==> src/ecc_pkg.sv <==
// ----------------------------------------------------------------------------
// ecc_pkg
// Shared types and constants for the ellipse edge clipper pipeline.
// ----------------------------------------------------------------------------
package ecc_pkg;

  localparam int CoordBits = 16;
  localparam int DimBits   = 15;
  localparam int DeltaBits = CoordBits + 1;
  localparam int OutBits   = CoordBits + 1;
  localparam int FracBits  = 16;
  localparam int SqBits    = 64;
  localparam int RootBits  = SqBits / 2;
  localparam int NumBits   = 2 * DimBits + DeltaBits;
  localparam int ShBits    = 5;
  localparam int RootCells = RootBits;
  localparam int DivCells  = RootBits;

  typedef enum logic [1:0] {
    MODE_CENTER,
    MODE_VERT,
    MODE_CLIP
  } ecc_mode_e;

  typedef struct packed {
    logic                        valid;
    ecc_mode_e                   mode;
    logic signed [CoordBits-1:0] cx;
    logic signed [CoordBits-1:0] cy;
    logic [DimBits-1:0]          h;
    logic                        neg_x;
    logic                        neg_y;
  } ecc_side_t;

  typedef struct packed {
    ecc_side_t           side;
    logic [SqBits-1:0]   v;
    logic [SqBits-1:0]   r;
    logic [NumBits-1:0]  num_x;
    logic [NumBits-1:0]  num_y;
    logic [ShBits-1:0]   k;
  } ecc_sq_t;

  typedef struct packed {
    ecc_side_t           side;
    logic [RootBits-1:0] divisor;
    logic [RootBits-1:0] rem_x;
    logic [RootBits-1:0] lq_x;
    logic [RootBits-1:0] rem_y;
    logic [RootBits-1:0] lq_y;
  } ecc_dv_t;

endpackage

==> src/ecc_sqrt_cell.sv <==
// ----------------------------------------------------------------------------
// ecc_sqrt_cell
// One digit of the integer square root: settles one root bit per cell.
// ----------------------------------------------------------------------------
module ecc_sqrt_cell #(
  parameter int unsigned POS = 31
) (
  input  logic             clk_i,
  input  logic             rst_ni,
  input  ecc_pkg::ecc_sq_t sq_i,
  output ecc_pkg::ecc_sq_t sq_o
);
  import ecc_pkg::*;

  localparam logic [SqBits-1:0] BitVal = SqBits'(1) << (2 * POS);

  logic [SqBits-1:0] trial;
  ecc_sq_t           sq_d;

  assign trial = sq_i.r + BitVal;

  always_comb begin
    sq_d = sq_i;
    if (sq_i.v >= trial) begin
      sq_d.v = sq_i.v - trial;
      sq_d.r = (sq_i.r >> 1) + BitVal;
    end else begin
      sq_d.r = sq_i.r >> 1;
    end
  end

  always_ff @(posedge clk_i or negedge rst_ni) begin
    if (!rst_ni) begin
      sq_o <= '0;
    end else begin
      sq_o <= sq_d;
    end
  end

endmodule

==> config.mk <==
export PLATFORM = sky130hd
export DESIGN_NAME = ecc_sqrt_cell
export DESIGN_NICKNAME = d
export VERILOG_FILES = /design/src/ecc_pkg.sv /design/src/ecc_sqrt_cell.sv
export SDC_FILE = /design/constraint.sdc
export NUM_CORES = 1
export LEC_CHECK = 0
export BUFFER_PORTS_ARGS = -buffer_cell sky130_fd_sc_hd__buf_2
export CAP_MARGIN = 5
export CORE_AREA = 2 2 217 219
export DETAILED_ROUTE_END_ITERATION = 10
export DIE_AREA = 0 0 219 221
export PLACE_DENSITY = 0.46
export SETUP_SLACK_MARGIN = 0.2
export SKIP_LAST_GASP = 1
export SYNTH_ARGS = -nofsm -noshare
export SYNTH_HDL_FRONTEND = slang
export SYNTH_SLANG_ARGS = --single-unit
export TNS_END_PERCENT = 50
==> constraint.sdc <==
create_clock -name clk_i -period 0.93 [get_ports clk_i]
set_clock_uncertainty 0.15 [all_clocks]
set_input_delay 0.186 -clock clk_i [delete_from_list [all_inputs] [get_ports clk_i]]
set_output_delay 0.186 -clock clk_i [all_outputs]
set_load 0.05 [all_outputs]
# Yosys cells after proc, flatten, opt, wreduce, memory -nomap -nowiden

Index checks and enable logic that the tools add are counted.
W data, S select, Z words.

Output and inout port bits: 279
Bits of input ports: 281
Register bits after elaboration: 279

Order comparisons: 1
Multiplexer cells: 2
Add/sub/neg operators: 3

Operator list:

| kind                     | count |
|---|---|
| $mux W64                 | 2 |
| $add A63 B63 Y64 const B | 1 |
| $add A64 B63 Y64 const B | 1 |
| $ge A64 B64 Y1           | 1 |
| $sub A64 B64 Y64         | 1 |

# Logic depth before layout (Yosys ltp)

Depth after elaboration: 3
Depth in mapped cells: 15
Depth with buffers taken out: 14

# Worst setup path after synthesis

Ideal clock, no wire load.

Path kind: input to register
Start point: input port sq_i[163] (netlist name)
End point: register sq_o[219] (netlist name)
Stages: 13
Buffers on the path: 0
Data arrival time: 2.686 ns
Required time: 0.660 ns
Setup slack: -2.026 ns
Path through: inv_1 -> ha_1 -> fa_1 -> nand2b_1 -> a21o_1 -> nand3_1 -> a21oi_1 -> o21a_1 -> o221ai_2 -> a221o_1 -> nand2_2 -> or4_1 -> o211a_1

RTL lines:

| element              | RTL line            | source |
|---|---|---|
| start, declared      | ecc_sqrt_cell.sv:10 | `input ecc_pkg::ecc_sq_t sq_i,` |
| end signal, assigned | ecc_sqrt_cell.sv:36 | `sq_o <= sq_d;` |
| end, declared        | ecc_sqrt_cell.sv:11 | `output ecc_pkg::ecc_sq_t sq_o` |

==> metrics list <==
- The run finished, with violations left.
- The checks that failed: hold timing, setup timing.
- Delay of the slowest cell on the worst path: 480 ps
- For the finished layout, the period the worst path requires is 2629 ps.
- Traced cell by cell, the critical path runs through buf_6 -> inv_2 -> ha_4 -> a21o_1 -> buf_4 -> a21o_1 -> a21oi_2 -> or3_4 -> a21oi_2 -> or4b_4 -> a221o_1 -> nand2_4 -> buf_6 -> inv_8 -> mux2_4.
- After synthesis, the share of flip-flops with an asynchronous set or reset is 100.0%.
- Flip-flop count of the largest register, all copies and words added: 279
* Tightest Hold Check Type: in -> async
- Pin count of the biggest net entering global routing: 55
* Final hold violation count: 295
- With fillers left out, the area of the finished cells amounts to 25360 um^2.
* First-pass GRT wire length: 81390 um
- Adder and majority gate portion of the synthesized area: 7.061%
- Routed wire length: 57180 um
- Setup repair after global routing could not meet its margin everywhere.
- Antenna violations before repair: 8
- IR analysis of the VDD net gives a maximum drop of 1.479 mV.
- Counting every instance in the synthesized netlist gives 1078.
* Number of sinks driven by the clock tree: 279
- At the pin with the least slew margin, the transition time is 690.5 ps.
- Post-detailed-route DRC marker count: 0
- Once the floorplan was initialized, standard cells occupied 25.62% of the core.
- At the end of routability-driven placement, the weighted congestion stood at 0.8742.
- TritonCTS clock tree: done
* Instance area after placement: 19150 um^2
- Proportion of layout cells with a drive suffix above 1: 53.57%
- Floorplan core area: 46060 um^2
- Of all nets on the critical path, the largest fanout is 8.
- Routed wire length per instance: 19.97 um
* Library cells used by synthesis: 57
* WHS: -631.9 ps
- In this run the tightest slew margin relative to its limit is 53.61%.
- Worst EP required: 1200 ps
* Mux cell area share after synthesis: 0.09542%
- From left edge to right edge, the die measures 219 um.
* Post-synthesis simple-gate area fraction: 9.680%
- Mapped Nets: 1425
- After layout, the worst setup slack is -1699 ps.
- CP max stage cell: or4b_4
* GRT Residual Overflow: 0
* Number of DRC markers after the initial detailed-route iteration: 624
- H-tree depth: 2
* Area share of the largest cell type after synthesis: 59.16%
- The largest registers in the layout are sq_o x279.
- Clock edge transition at the registers on the reported setup and hold paths: 60 ps
- At the worst endpoint, the arrival time is 2900 ps.
- The tool flagged a number of max-cap violations equal to 0.
* First-pass iteration count of the detailed router: 5
- After Yosys synthesis, XOR and XNOR cells account for 4.304% of the synthesized area.
- Setup violations remaining at the end of the flow were counted as 345.
* Yosys warning count: 0
- TritonCTS created 35 clock buffers.
* Buffers on Ports: 559
- Post-layout net count: 2573
- DP HPWL: 42090 um
- Buf+Inv Stages, Crit Path: 5
- STA classifies the critical path endpoint as a flop.
- GRT Overall Usage: 22.21%
- Die height: 221 um
* Area of the die: 48400 um^2
- Summing the areas of all compound-gate instances in the mapped netlist gives 15.25% of the synthesized area.
- Detailed-route via count: 12720
- Post-synth design cell area: 11800 um^2
* Part of the cycle the worst path needs: 282.7%
- The root buffer cell chosen for the clock tree is clkbuf_16.
* Number of synthesized flops with an enable pin: 0
- Max Clk Rate: 380.4 MHz
- Mean post-synth cell area: 10.95 um^2
- Number of cell rows: 79
- Reg with most FFs: sq_o
* Top cells by area, synth: dfrtp_1, ha_1, o21ai_0, nand2_1, a21oi_1
* Area Overhead vs Synth: 114.9%
* Main combinational cell family by area after synthesis: compound AO/OA/AOI/OAI gates
- Standby leakage power: 0.01213 uW
- Among all flip-flop cells after synthesis, the most frequent one is dfrtp_1.
- The final max-slew violation count is 0.
- The filler cells instantiated in the layout total 3974.
- Vias/cell: 4.443
- The number of global-route vias before repair is 13770.
- Power density cells: 1754 nW/um^2
- Critical path class: in -> reg
- Routed Antenna Nets: 0
* Synthesized flop and latch total: 279
- Sequential fraction of the synthesis area: 59.16%
- Most area-hungry cell type in the Yosys netlist: dfrtp_1
- Element type at the critical path start: input pin
* Buffer levels on the longest clock path: 3
- Total I/O pin count: 560
* Kind of cell with the highest combined delay on the critical path: compound AO/OA/AOI/OAI gates
* Top cells by instance count after synthesis: dfrtp_1, nand2_1, o21ai_0, a21oi_1, inv_1
- Top-count cell post-synth: dfrtp_1
-- worst paths after layout --
kind,from,end,slack (ps),cells past startpoint
worst max-delay path,sq_i[132],sq_o[168],-1700,15
min in group clk_i,sq_i[163],sq_o[163],-250,3
worst min-delay path,rst_ni,sq_o[19],-630,1
max in group asynchronous,rst_ni,sq_o[133],180,3
-- routing by layer --
layer	up-vias	global-route usage [%]	wire (um)
met3	111	5.375	3631
met4	8	8.173	2347
li1	6016	-	-
met2	398	38.82	28510
met5	-	0	57
met1	6187	26.26	22630
-- report_power, final --
group	internal [uW]	switching (uW)	total [uW]	leakage [uW]
clock network	8560	5490	14100	0.000584
registers	13300	745	14000	0.00316
logic	7600	8790	16400	0.00838
total	29400	15000	44500	0.0121
-- per-stage QoR --
step / setup TNS, ps / total power [uW] / cells / setup WS [ps] / utilization [%]
6_report: -242940 / 44470 / 2863 / -1699 / 55.05
5_1_grt: -257720 / 46370 / 2862 / -1754 / 55.04
4_1_cts: -255140 / 43650 / 2835 / -1658 / 52.46
3_5_place_dp: -158360 / 27420 / 2495 / -2631 / 41.57
3_3_place_gp: -161170 / 27390 / 2495 / -2590 / 41.57
2_1_floorplan: -117540 / 20740 / 1078 / -1874 / -
-- cell usage in the layout, fill, tap and decap left out, types with 14 or more instances in the layout --
master           n
o21bai_1        14
buf_12          99
ha_4            16
a21o_1          30
o21ai_1         25
dfrtp_1        174
a21oi_2         20
o21ai_2         15
nand4_1         27
o21ai_0         60
buf_2          277
dfrtp_2        105
inv_1           70
ha_1            42
dlygate4sd3_1  261
xor2_1          24
buf_6          196
xnor2_1         33
nor2_1          40
nand2_1         99
nand2_2         18
clkbuf_16       41
buf_4          313
a21oi_1         60
-- repair_timing --
item	in CTS	in global routing
gates resized for setup	312	357
hold endpoints to repair	558	295
hold buffers	258	3
cloned	0	8
setup buffers	18	14
setup endpoints to repair	345	350
pin swaps	53	76
-- area by class of cell --
cell class                      count  area (um^2)  share of cell area, %
Sequential cell                   279         7113                  28.05
Clock buffer                       53         1035                  4.081
Clock inverter                     11        152.6                 0.6020
Multi-Input combinational cell    669         5162                  20.36
Antenna cell                        3        7.507                0.02961
Timing Repair Buffer             1158        10780                  42.51
Inverter                           83        346.6                  1.367
Tap cell                          607        759.5                  2.995
-- kinds of logic after synthesis --
| logic type | Yosys count |
|---|---|
| buf+inv | 130 |
| compound gates | 293 |
| flops | 279 |
| fa+ha+maj | 66 |
| xor+xnor | 58 |
| simple gates | 251 |
| mux | 1 |
Note: power is estimated with default switching activity, not from simulation.
