## src/ecc_pkg.sv

```systemverilog
// ----------------------------------------------------------------------------
// ecc_pkg
// Shared types and constants for the ellipse edge clipper pipeline.
// ----------------------------------------------------------------------------
package ecc_pkg;

  localparam int CoordBits = 16;
  localparam int DimBits   = 15;
  localparam int DeltaBits = CoordBits + 1;
  localparam int OutBits   = CoordBits + 1;
  localparam int FracBits  = 16;
  localparam int SqBits    = 64;
  localparam int RootBits  = SqBits / 2;
  localparam int NumBits   = 2 * DimBits + DeltaBits;
  localparam int ShBits    = 5;
  localparam int RootCells = RootBits;
  localparam int DivCells  = RootBits;

  typedef enum logic [1:0] {
    MODE_CENTER,
    MODE_VERT,
    MODE_CLIP
  } ecc_mode_e;

  typedef struct packed {
    logic                        valid;
    ecc_mode_e                   mode;
    logic signed [CoordBits-1:0] cx;
    logic signed [CoordBits-1:0] cy;
    logic [DimBits-1:0]          h;
    logic                        neg_x;
    logic                        neg_y;
  } ecc_side_t;

  typedef struct packed {
    ecc_side_t           side;
    logic [SqBits-1:0]   v;
    logic [SqBits-1:0]   r;
    logic [NumBits-1:0]  num_x;
    logic [NumBits-1:0]  num_y;
    logic [ShBits-1:0]   k;
  } ecc_sq_t;

  typedef struct packed {
    ecc_side_t           side;
    logic [RootBits-1:0] divisor;
    logic [RootBits-1:0] rem_x;
    logic [RootBits-1:0] lq_x;
    logic [RootBits-1:0] rem_y;
    logic [RootBits-1:0] lq_y;
  } ecc_dv_t;

endpackage

```

## src/ecc_div_cell.sv

```systemverilog
// ----------------------------------------------------------------------------
// ecc_div_cell
// One restoring division step for both offset lanes against the shared root.
// ----------------------------------------------------------------------------
module ecc_div_cell (
  input  logic             clk_i,
  input  logic             rst_ni,
  input  ecc_pkg::ecc_dv_t dv_i,
  output ecc_pkg::ecc_dv_t dv_o
);
  import ecc_pkg::*;

  logic [RootBits:0] t_x, t_y;
  logic              ge_x, ge_y;
  ecc_dv_t           dv_d;

  // Shift the next dividend bit into the partial remainder, then try a subtract.
  assign t_x  = {dv_i.rem_x, dv_i.lq_x[RootBits-1]};
  assign t_y  = {dv_i.rem_y, dv_i.lq_y[RootBits-1]};
  assign ge_x = t_x >= {1'b0, dv_i.divisor};
  assign ge_y = t_y >= {1'b0, dv_i.divisor};

  always_comb begin
    dv_d       = dv_i;
    dv_d.rem_x = ge_x ? RootBits'(t_x - {1'b0, dv_i.divisor}) : t_x[RootBits-1:0];
    dv_d.rem_y = ge_y ? RootBits'(t_y - {1'b0, dv_i.divisor}) : t_y[RootBits-1:0];
    dv_d.lq_x  = {dv_i.lq_x[RootBits-2:0], ge_x};
    dv_d.lq_y  = {dv_i.lq_y[RootBits-2:0], ge_y};
  end

  always_ff @(posedge clk_i or negedge rst_ni) begin
    if (!rst_ni) begin
      dv_o <= '0;
    end else begin
      dv_o <= dv_d;
    end
  end

endmodule

```

## config.mk

```make
export PLATFORM = sky130hd
export DESIGN_NAME = ecc_div_cell
export DESIGN_NICKNAME = d
export VERILOG_FILES = /design/src/ecc_pkg.sv /design/src/ecc_div_cell.sv
export SDC_FILE = /design/constraint.sdc
export NUM_CORES = 1
export LEC_CHECK = 0
export BUFFER_PORTS_ARGS = -buffer_cell sky130_fd_sc_hd__buf_4
export CAP_MARGIN = 20
export CORE_AREA = 5 5 205 227
export CTS_BUF_LIST = sky130_fd_sc_hd__clkbuf_4
export DETAILED_ROUTE_END_ITERATION = 7
export DIE_AREA = 0 0 210 232
export GPL_TIMING_DRIVEN = 0
export SETUP_SLACK_MARGIN = 0.15
export SLEW_MARGIN = 20
export SYNTH_ARGS = -nofsm -noshare
export SYNTH_HDL_FRONTEND = slang
export SYNTH_SLANG_ARGS = --single-unit
```

## constraint.sdc

```tcl
create_clock -name clk_i -period 0.8 [get_ports clk_i]
set_clock_uncertainty 0.05 [all_clocks]
set_input_delay 0.08 -clock clk_i [delete_from_list [all_inputs] [get_ports clk_i]]
set_output_delay 0.08 -clock clk_i [all_outputs]
set_load 0.005 [all_outputs]
```

# ---- Word-level counts from Yosys, hierarchy flattened
# Index checks and enable logic that the tools add are counted.
dict set report classes {
  n_addsub 2
  n_mux 2
  magnitude_cmp 2
}
# op n
set op_table {}
lappend op_table {{$ge 33x32->1} 2}
lappend op_table {{$mux 32} 2}
lappend op_table {{$sub 32x32->32} 2}
dict set report totals {
  reg_bits 212
  in_bits 214
}

# ---- Logic depth before layout (Yosys ltp)
dict set report logic_depth {
  word_depth 2
  depth_mapped 13
}

# ---- Least setup slack after synthesis
# No wires, ideal clock.
dict set report synth_path {
  path_type {input port to flip-flop}
  startpoint {in dv_i[134] in the netlist's numbering}
  endpoint {reg dv_o[109] in the netlist's numbering}
  required_ns 0.623
  path_buffers 1
  stages 10
  arrival_time_ns 2.270
  slack_ns -1.648
  path_cell_list {inv_1 > ha_1 > a21o_1 > a211o_1 > o311a_4 > a211oi_4 > o21a_1 > o21a_2 > buf_6 > mux2_1}
}
# item line
set synth_rtl {}
lappend synth_rtl {{start, declared} ecc_div_cell.sv:8} ;# input ecc_pkg::ecc_dv_t dv_i,
lappend synth_rtl {{end signal, assigned} ecc_div_cell.sv:35} ;# dv_o <= dv_d;
lappend synth_rtl {{end, declared} ecc_div_cell.sv:9} ;# output ecc_pkg::ecc_dv_t dv_o

==> impl_metrics.py <==
metrics = {
    "run_status": {
        "outcome": "finished, violations left",
        "violations": "hold timing, setup timing",
    },
    "detailed_routing": {
        "wirelength_um": 44200,
        "wire_per_inst_um": 20.0,
        "drcViolationCount": 0,
        "via_count": 9778,
        "post_drt_via_cell_ratio": 4.43,
        "ant_nets": 0,
        "drtIter0Drc": 434,
        "drt_pass1_iterations": 5,
    },
    "sta": {
        "period_share": 2.43,
        "tightest_slew_ns": 0.882,
        "layout_setup_ws_ns": -1.15,
        "grt_setup_unrepaired": "yes",
        "setup_viol": 278,
        "hold_viol_final": 365,
        "max_freq_mhz": 513,
        "min_period_ns": 1.95,
        "max_slew_margin": 0.407,
        "slew_viol_final": 0,
        "whs_ns": -0.767,
    },
    "setup_path": {
        "critical_path.top_delay_family": "compound AO/OA/AOI/OAI gates",
        "crit_path_start": "dv_i[133]",
        "crit_fanout": 10,
        "crit_chain": "buf_4, inv_1, ha_4, nand4_1, a21oi_2, o31ai_4, o311ai_4, nand3_2, a21oi_2, nor4_4, bufinv_8, buf_12, mux2_4",
        "crit_path_end_kind": "register",
        "critPathSlowestCell": "ha_4",
        "critPathCapture": "dv_o[59]$_DFF_PN0_",
        "cpMostUsedCell": "a21oi_2",
        "cp_data_arrival_time_ns": 2.50,
        "worst-path-buf-inv": 4,
        "crit_cells": 13,
        "cpPeakStageDelay_ns": 0.34,
        "cp.required_ns": 1.36,
        "crit_type": "input port to register",
        "startpoint_type": "input port",
    },
    "power": {
        "power_density_nw_per_um2": 1700,
        "p_seq_frac": 0.387,
        "power_leakage_nw": 8.82,
        "p_sw_mw": 9.69,
        "power_frac_comb": 0.330,
        "clock_power_share": 0.283,
        "ir_worst_vdd_v": 0.00101,
        "p_sw_frac": 0.305,
        "internal_power_mw": 22.1,
    },
    "yosys": {
        "synth_cell_type_count": 67,
        "synth_nets": 1168,
        "synth_top_area_frac": 0.531,
        "synthFlopType": "dfrtp_1",
        "synth_seq_area_share": 0.531,
        "synth_area_leader_cell": "dfrtp_1",
        "synth_area_um2": 9990,
        "ys_async_sr_fraction": 1.00,
        "yosysWarnings": 0,
        "synth.area.top_cells": "dfrtp_1, ha_1, mux2_4, a21oi_1, o21ai_0",
        "synth_edf_count": 0,
        "syn_area_per_cell_um2": 11.3,
        "ys_ff_latch": 212,
        "netlist_instances": 888,
    },
    "placement": {
        "preCtsSetupSlack_ns": -2.37,
        "place.gp.congestion": 0.871,
        "dpl.hpwl_um": 31900,
        "placedInstanceArea_um2": 14200,
        "port_buffers": 425,
    },
    "cts": {
        "cts_buffers": 57,
        "root_buffer": "clkbuf_4",
        "clkSinkCount": 212,
        "cts-htree-levels": 2,
        "cts_buffer_depth": 3,
        "cts_tree": "done",
        "clk_pin_slew_ns": 0.06,
    },
    "final_layout": {
        "synthToLayoutAreaGrowth_pct": 87.6,
        "largestRegisters": "dv_o: 212 flops",
        "regMostFlops": "dv_o",
        "drive_gt1_frac": 0.463,
        "fillerInstances": 4034,
        "fin_nets": 1870,
        "postLayoutCellArea_um2": 18700,
        "largest_reg_flops": 212,
    },
    "floorplanning": {
        "rows": 81,
        "io_pins": 426,
        "core_region_area_um2": 44000,
        "dieHeight_um": 232,
        "die_w_um": 210,
        "initial_core_util": 0.227,
        "dieArea_um2": 48700,
    },
    "grt": {
        "grt_max_degree": 83,
        "grt_use_total": 0.171,
        "antenna_found_initial": 6,
        "first_global_vias": 10800,
        "grt.overflow.total": 0,
        "grt_pass1_wl_um": 64400,
    },
    "min_path": {
        "hp-class": "input port to asynchronous set/reset pin",
    },
    "flow_run": {
        "drv_cap": 0,
    },
}
-- what timing repair did --
item,4_1_cts,5_1_grt
endpoints found under the setup margin,278,379
gates resized for setup,139,315
cloned,0,4
hold buffers,222,16
hold endpoints to repair,342,314
buffers inserted,12,26
pin swaps,27,40
-- Yosys cell counts (11+ instances only) --
master and instances:
inv_1 59, nor3_1 16, a211oi_1 11, ha_1 64
dfrtp_1 212, nand4_1 14, mux2_4 26, a21o_1 30
o21ai_0 54, xor2_1 20, nand3_1 21, nor2b_1 13
a21oi_1 58, nand2_1 67, nor2_1 46, xnor2_1 27
-- layout by cell type (no fill, tap or decap), types with 11 or more instances in the layout --
cell	n
buf_6	221
nand3_1	17
dlygate4sd3_1	150
a21oi_2	14
o21ai_1	18
a21oi_1	42
nand2_1	62
inv_1	35
nand4_1	14
a21o_1	30
buf_4	247
xnor2_1	27
o21ai_0	35
inv_2	11
clkbuf_4	79
ha_1	28
mux2_4	28
dlymetal6s4s_1	25
xor2_1	20
ha_4	29
nor2_1	41
nor3_1	11
nor2b_1	11
dfrtp_1	212
-- cell type report --
class	instances	area, um^2	area share
diodes	5	12.5	0.000667
clock inverters	15	67.6	0.00360
inverters	61	302	0.0161
multi-input cells	592	5210	0.278
clock buffers	76	571	0.0304
plain buffers	22	262	0.0140
repair buffers	644	6290	0.336
well taps	581	727	0.0388
flip-flops and latches	212	5310	0.283
-- per-stage QoR --
stage               instances   util  total power, mW  TNS (ns)
floorplan                 888      -             16.0    -94.11
global placement         1894  0.322             20.1   -562.22
detailed placement       1896  0.323             20.2   -192.14
CTS                      2221  0.402             31.0   -205.79
global route             2206  0.426             33.7   -206.20
finish                   2208  0.426             31.8   -185.90
-- per-layer routing --
| layer | vias to the layer above | routed length [um] | global-route usage |
|---|---|---|---|
| li1 | 4601 | - | - |
| met1 | 4709 | 16300 | 0.185 |
| met2 | 369 | 23500 | 0.324 |
| met3 | 95 | 2860 | 0.0440 |
| met4 | 4 | 1510 | 0.0549 |
| met5 | - | 26 | 0 |
-- power by group through the flow --
stage	logic, mW	clock network (mW)	registers (mW)
finish	10.5	8.99	12.3
global route	11.3	9.98	12.4
CTS	9.42	9.41	12.2
detailed placement	7.91	0	12.3
global placement	7.83	0	12.3
floorplan	3.59	0	12.4
-- kinds of logic (layout without fill, tap and decap cells) --
logic type | count (synthesis) | in the layout | synth area share
buffers and inverters | 84 | 818 | 0.0373
multiplexers | 38 | 38 | 0.0516
flip-flops | 212 | 212 | 0.531
other | 0 | 5 | 0
adder cells (fa/ha/maj) | 66 | 66 | 0.0841
AO/OA/AOI/OAI | 234 | 234 | 0.155
XOR/XNOR | 47 | 47 | 0.0412
AND/OR/NAND/NOR | 207 | 207 | 0.100
-- how the worst min path moves through the flow --
stage                                      to  slack, ns     start
after floorplan             dv_o[0]$_DFF_PN0_      -0.27    rst_ni
after global placement     dv_o[18]$_DFF_PN0_       0.14  dv_i[17]
after detailed placement  dv_o[101]$_DFF_PN0_      0.001    rst_ni
after CTS                 dv_o[110]$_DFF_PN0_      -0.85    rst_ni
after global routing      dv_o[110]$_DFF_PN0_      -0.80    rst_ni
final                     dv_o[102]$_DFF_PN0_      -0.77    rst_ni
Note: power is estimated with default switching activity, not from simulation.
