`src/ecc_pkg.sv`:
```
// ----------------------------------------------------------------------------
// ecc_pkg
// Shared types and constants for the ellipse edge clipper pipeline.
// ----------------------------------------------------------------------------
package ecc_pkg;

  localparam int CoordBits = 16;
  localparam int DimBits   = 15;
  localparam int DeltaBits = CoordBits + 1;
  localparam int OutBits   = CoordBits + 1;
  localparam int FracBits  = 16;
  localparam int SqBits    = 64;
  localparam int RootBits  = SqBits / 2;
  localparam int NumBits   = 2 * DimBits + DeltaBits;
  localparam int ShBits    = 5;
  localparam int RootCells = RootBits;
  localparam int DivCells  = RootBits;

  typedef enum logic [1:0] {
    MODE_CENTER,
    MODE_VERT,
    MODE_CLIP
  } ecc_mode_e;

  typedef struct packed {
    logic                        valid;
    ecc_mode_e                   mode;
    logic signed [CoordBits-1:0] cx;
    logic signed [CoordBits-1:0] cy;
    logic [DimBits-1:0]          h;
    logic                        neg_x;
    logic                        neg_y;
  } ecc_side_t;

  typedef struct packed {
    ecc_side_t           side;
    logic [SqBits-1:0]   v;
    logic [SqBits-1:0]   r;
    logic [NumBits-1:0]  num_x;
    logic [NumBits-1:0]  num_y;
    logic [ShBits-1:0]   k;
  } ecc_sq_t;

  typedef struct packed {
    ecc_side_t           side;
    logic [RootBits-1:0] divisor;
    logic [RootBits-1:0] rem_x;
    logic [RootBits-1:0] lq_x;
    logic [RootBits-1:0] rem_y;
    logic [RootBits-1:0] lq_y;
  } ecc_dv_t;

endpackage

```
`src/ecc_back.sv`:
```
// ----------------------------------------------------------------------------
// ecc_back
// Output stage: centre plus offsets or half height, truncated toward zero.
// ----------------------------------------------------------------------------
module ecc_back (
  input  logic                               clk_i,
  input  logic                               rst_ni,
  input  ecc_pkg::ecc_dv_t                   dv_i,
  output logic                               done_o,
  output logic signed [ecc_pkg::OutBits-1:0] edge_x_o,
  output logic signed [ecc_pkg::OutBits-1:0] edge_y_o
);
  import ecc_pkg::*;

  localparam int VBits = CoordBits + FracBits + 2;

  logic signed [VBits-1:0]       base_x, base_y, off_x, off_y, vx, vy;
  logic signed [VBits-FracBits-1:0] qx, qy;
  logic signed [OutBits:0]       vv, qv;
  logic signed [OutBits-1:0]     ex_d, ey_d;

  assign base_x = {{2{dv_i.side.cx[CoordBits-1]}}, dv_i.side.cx, FracBits'(0)};
  assign base_y = {{2{dv_i.side.cy[CoordBits-1]}}, dv_i.side.cy, FracBits'(0)};
  assign off_x  = {2'b00, dv_i.lq_x};
  assign off_y  = {2'b00, dv_i.lq_y};
  assign vx     = dv_i.side.neg_x ? base_x - off_x : base_x + off_x;
  assign vy     = dv_i.side.neg_y ? base_y - off_y : base_y + off_y;

  // Floor by the shift, then step back up for negative values with a fraction.
  assign qx = vx[VBits-1:FracBits]
            + (VBits-FracBits)'(vx[VBits-1] && (vx[FracBits-1:0] != '0));
  assign qy = vy[VBits-1:FracBits]
            + (VBits-FracBits)'(vy[VBits-1] && (vy[FracBits-1:0] != '0));

  // Straight above or below: half the height off the centre.
  assign vv = dv_i.side.neg_y
            ? {dv_i.side.cy[CoordBits-1], dv_i.side.cy, 1'b0} - (OutBits+1)'(dv_i.side.h)
            : {dv_i.side.cy[CoordBits-1], dv_i.side.cy, 1'b0} + (OutBits+1)'(dv_i.side.h);
  assign qv = {vv[OutBits], vv[OutBits:1]} + (OutBits+1)'(vv[OutBits] && vv[0]);

  always_comb begin
    case (dv_i.side.mode)
      MODE_VERT: begin
        ex_d = {dv_i.side.cx[CoordBits-1], dv_i.side.cx};
        ey_d = qv[OutBits-1:0];
      end
      MODE_CLIP: begin
        ex_d = qx[OutBits-1:0];
        ey_d = qy[OutBits-1:0];
      end
      default: begin
        ex_d = {dv_i.side.cx[CoordBits-1], dv_i.side.cx};
        ey_d = {dv_i.side.cy[CoordBits-1], dv_i.side.cy};
      end
    endcase
  end

  always_ff @(posedge clk_i or negedge rst_ni) begin
    if (!rst_ni) begin
      done_o <= 1'b0;
    end else begin
      done_o <= dv_i.side.valid;
    end
  end

  always_ff @(posedge clk_i) begin
    edge_x_o <= ex_d;
    edge_y_o <= ey_d;
  end

endmodule

```
`config.mk`:
```
export PLATFORM = sky130hd
export DESIGN_NAME = ecc_back
export DESIGN_NICKNAME = d
export VERILOG_FILES = /design/src/ecc_pkg.sv /design/src/ecc_back.sv
export SDC_FILE = /design/constraint.sdc
export NUM_CORES = 1
export LEC_CHECK = 0
export ABC_AREA = 1
export BUFFER_PORTS_ARGS = -buffer_cell sky130_fd_sc_hd__buf_2
export CAP_MARGIN = 20
export CORE_MARGIN = 2
export CORE_UTILIZATION = 56
export CTS_CLUSTER_DIAMETER = 30
export DETAILED_ROUTE_END_ITERATION = 12
export PLACE_DENSITY = 0.84
export REMOVE_ABC_BUFFERS = 1
export SLEW_MARGIN = 30
export SYNTH_ARGS = -nofsm -noshare
export SYNTH_HDL_FRONTEND = slang
export SYNTH_SLANG_ARGS = --single-unit
```
`constraint.sdc`:
```
create_clock -name clk_i -period 0.8 [get_ports clk_i]
set_input_delay 0.04 -clock clk_i [delete_from_list [all_inputs] [get_ports clk_i]]
set_output_delay 0.04 -clock clk_i [all_outputs]
set_load 0.01 [all_outputs]
```
==> impl_metrics.csv, run 1 <==
group,metric,value,unit
logic_synthesis,synth_area,9330,um^2
cts,cts-root-buf,"clkbuf_16",
logic_synthesis,yosys_register_bits,35,
logic_synthesis,synth.avg_cell_area,5.15,um^2
place,io_buffers,152,
place,dp_worst_setup_slack,-2900,ps
logic_synthesis,netlist_instances,1810,
logic_synthesis,synth.top_cell.area_share,25.8,%
floorplanning,fp.dieH,133,um
logic_synthesis,ys_warn_count,0,
logic_synthesis,synth.distinct_cells,49,
cts,cts.sinks,35,
place,place_inst,2622,
cts,holdBufCountCts,2,
floorplanning,rows,47,
cts,numCtsBuffers,5,
floorplanning,die_w,133,um
status,first-error,"[ERROR DPL-0033] detailed placement checks failed during check placement.",
place,gp_congestion,1.13,
logic_synthesis,yosys.area.top_type,"nand2_1",
floorplanning,pin_count,249,
logic_synthesis,ys_seq_area_share,7.57,%
logic_synthesis,synthArstFlopShare,2.86,%
logic_synthesis,synth_area_leaders,"nand2_1 (26%), ha_1 (14%), inv_1 (11%), nand3_1 (10%), nor2_1 (8.7%)",
cts,cts.path.max_buffers,2,
cts,post-cts-setup-buffers,112,
place,dpl.hpwl,34500,um
cts,htreeDepth,2,
status,haltStage,"4_1_cts",
logic_synthesis,synth-edff-count,0,
floorplanning,start_util,56.9,%
cts,cts_resized,407,
status,status,"did not finish",
logic_synthesis,synth_ff_type,"dfxtp_1",
==> cells by family after synthesis <==
kind of cell / after synthesis / share of synthesized area, %
multiplexers: 1 / 0.107
XOR/XNOR: 13 / 1.22
adder cells (fa/ha/maj): 107 / 14.7
AO/OA/AOI/OAI: 169 / 9.97
buffers and inverters: 328 / 13.7
flip-flops: 35 / 7.57
AND/OR/NAND/NOR: 1157 / 52.8
==> cells in the mapped netlist, types with 4 or more instances <==
master / instances
ha_1: 103
nand4_1: 22
nor3_1: 18
fa_1: 4
buf_2: 13
nor2_4: 7
inv_1: 277
a21o_1: 4
o21bai_1: 10
xor2_1: 10
o21ai_0: 41
nand2_1: 641
nand3b_1: 9
nand3_1: 186
a21oi_1: 89
nand3_2: 7
a31oi_1: 10
inv_2: 15
nand2_2: 17
dfxtp_1: 34
nor2_2: 21
nor2_1: 216
clkbuf_1: 12
==> metrics by stage <==
stage | setup TNS, ps | cell area [um^2] | hold WS (ps)
global placement | -70890 | 13800 | -185
floorplan | -57890 | 9150 | -256
detailed placement | -81710 | 13800 | -184
==> run 2: changes to the inputs <==
Settings changed: CORE_UTILIZATION 56 to 40, CTS_CLUSTER_DIAMETER 30 to not set, PLACE_DENSITY 0.84 to not set, PLACE_DENSITY_LB_ADDON set to 0.15.
==> impl_metrics.csv, run 2 <==
group,metric,value,unit
floorplanning,rows,55,
sta,drv_slew,0,
logic_synthesis,netlist_instances,1810,
logic_synthesis,synth_area_leaders,"nand2_1 (26%), ha_1 (14%), inv_1 (11%), nand3_1 (10%), nor2_1 (8.7%)",
drt,routed_wl,43700,um
setup_path,critical_path_class,"in2reg",
logic_synthesis,synth.avg_cell_area,5.15,um^2
layout,fin_cells,2832,
pwr,peakVddDrop,760,uV
grt,gr-total-overflow,0,
layout,layout-drive-gt1-share,44.3,%
sta,period_share,359,%
drt,route.detailed.drc,0,
logic_synthesis,ys_warn_count,0,
cts,cts-root-buf,"clkbuf_16",
drt,ant_nets,0,
cts,cts.path.max_buffers,2,
grt,grt_max_degree,19,
sta,final.setup.tns,-58390,ps
floorplanning,fp.dieH,157,um
grt,grt_pass1_wl,64200,um
sta,tightest_slew,379,ps
sta,max_freq,0.349,GHz
grt,first_global_vias,13368,
pwr,finalPower,0.0175,W
cts,cts.sinks,35,
logic_synthesis,synthArstFlopShare,2.86,%
status,violations,"setup timing",
layout,area_growth,81.2,%
layout,final_core_util,74.2,%
logic_synthesis,synth.top_cell.area_share,25.8,%
drt,wl_per_cell,15.4,um
logic_synthesis,ys_seq_area_share,7.57,%
layout,biggestRegsByFlops,"edge_x_o (17), edge_y_o (17), done_o (1)",
layout,num-nets-final,2839,
sta,rsz0062_at_grt,"true",
status,status,"finished, violations left",
drt,dr.pass1.iters,6,
setup_path,endpoint_kind,"flip-flop",
place,place_inst,2738,
logic_synthesis,synth_ff_type,"dfxtp_1",
logic_synthesis,yosys.area.top_type,"nand2_1",
grt,grtUsageTotal,32.8,%
pwr,power_leakage,9.25,nW
cts,numCtsBuffers,5,
flow_run,cap_violations,0,
sta,hold_viol,0,
setup_path,cpMostUsedCell,"nand2_2",
floorplanning,start_util,41.0,%
setup_path,crit_slowest_cell,"nor3b_4",
logic_synthesis,synth-edff-count,0,
setup_path,slowest_delay,250,ps
floorplanning,pin_count,249,
drt,drt_iter0_drc,1097,
floorplanning,die_w,157,um
cts,clk_pin_slew,70,ps
grt,antenna_found_initial,0,
setup_path,crit_chain,"buf_6 -> inv_2 -> ha_4 -> buf_6 -> nand2_1 -> nand2_2 -> a21oi_2 -> nand2_2 -> nand2_2 -> nand3_2 -> nand2_2 -> a21oi_2 -> a21oi_2 -> nor2_2 -> nor3b_4 -> ha_4 -> buf_4 -> nand3_4 -> nor2_4 -> nand4_1 -> nand2_1 -> o21ai_0 -> a21oi_1 -> nor2_1",
layout,n_antenna_cell,0,
sta,slew_headroom,74.5,%
sta,period_minus_slack,2870,ps
logic_synthesis,synth_area,9330,um^2
place,io_buffers,152,
logic_synthesis,yosys-top-cells-count,"nand2_1 (641), inv_1 (277), nor2_1 (216), nand3_1 (186), ha_1 (103)",
setup_path,cp-startpoint,"dv_i[20]",
pwr,power.density,1040,nW/um^2
sta,fin_ws,-2070,ps
cts,htreeDepth,2,
setup_path,crit_cells,24,
setup_path,crit_arrival,3060,ps
setup_path,crit_path_max_fanout,4,
sta,setup-violations-final,37,
setup_path,crit_buf_inv,4,
layout,final_common_cell,"nand2_1",
drt,vias,14365,
drt,viasPerCell,5.07,
setup_path,endpoint,"edge_y_o[9]",
worst_hold_path,min_path_type,"in2async",
floorplanning,core-area,22800,um^2
logic_synthesis,yosys_register_bits,35,
setup_path,cp_top_family,"simple AND/OR/NAND/NOR gates",
cts,cts_tree,"built",
floorplanning,dieArea,24600,um^2
logic_synthesis,synth.distinct_cells,49,
layout,mostFrequentLayoutCells,"nand2_1 (559), buf_4 (543), inv_1 (242)",
logic_synthesis,post-synth-top-count-cell,"nand2_1",
place,gp_congestion,0.959,
place,dpl.hpwl,32700,um
setup_path,crit_required,1000,ps
setup_path,cp-start-kind,"primary input",
[run 2: worst min-delay path by stage]
stage,startpoint,to,slack (ps),cells past startpoint
2_1_floorplan,rst_ni,done_o,-260,0
3_3_place_gp,rst_ni,done_o,-190,1
3_5_place_dp,rst_ni,done_o,-180,1
4_1_cts,rst_ni,done_o,30,2
5_1_grt,rst_ni,done_o,30,2
6_report,rst_ni,done_o,30,2
[run 2: cell families after synthesis]
family,count (synthesis),synth area share [%]
xor+xnor,13,1.22
flops,35,7.57
fa+ha+maj,107,14.7
buf+inv,328,13.7
mux,1,0.107
compound gates,169,9.97
simple gates,1157,52.8
[run 2: timing repair]
item,4_1_cts,5_1_grt
setup buffers,60,38
gates resized for setup,254,239
pin swaps,106,141
endpoints found under the setup margin,39,46
endpoints found under the hold margin,4,0
hold buffers,4,0
[run 2: area by class of cell]
type | instances | area (um^2)
sequential | 35 | 721
tap | 313 | 392
timing repair buffer | 735 | 5530
clock inverter | 3 | 43.8
clock buffer | 5 | 125
inverter | 294 | 1140
multi-input combinational | 1447 | 8950
fill | 1846 | 5880
[run 2: through the flow]
step / hold WS (ps) / area, um^2 / setup WS [ps]
after CTS: 32.0 / 15900 / -1940
final: 29.0 / 16900 / -2070
after floorplan: -256 / 9150 / -2070
after global routing: 26.9 / 16900 / -2190
after global placement: -186 / 14100 / -2490
after detailed placement: -182 / 14100 / -2610
[run 2: per-layer routing]
metal	vias up	wire (um)	track usage [%]	part of all wire, %
li1	7079	-	-	-
met2	640	21600	59.9	49
met5	-	0	0	0
met4	0	2670	16.6	6.1
met1	6479	17000	37.9	39
met3	167	2410	2.82	5.5
[run 2: where the power goes]
part	internal (W)	total (W)	switching [W]
Combinational	0.00604	0.0130	0.00694
Clock	0.00148	0.00246	0.000984
Sequential	0.00199	0.00206	0.0000770
No activity file was read; power rests on OpenSTA's default activity.
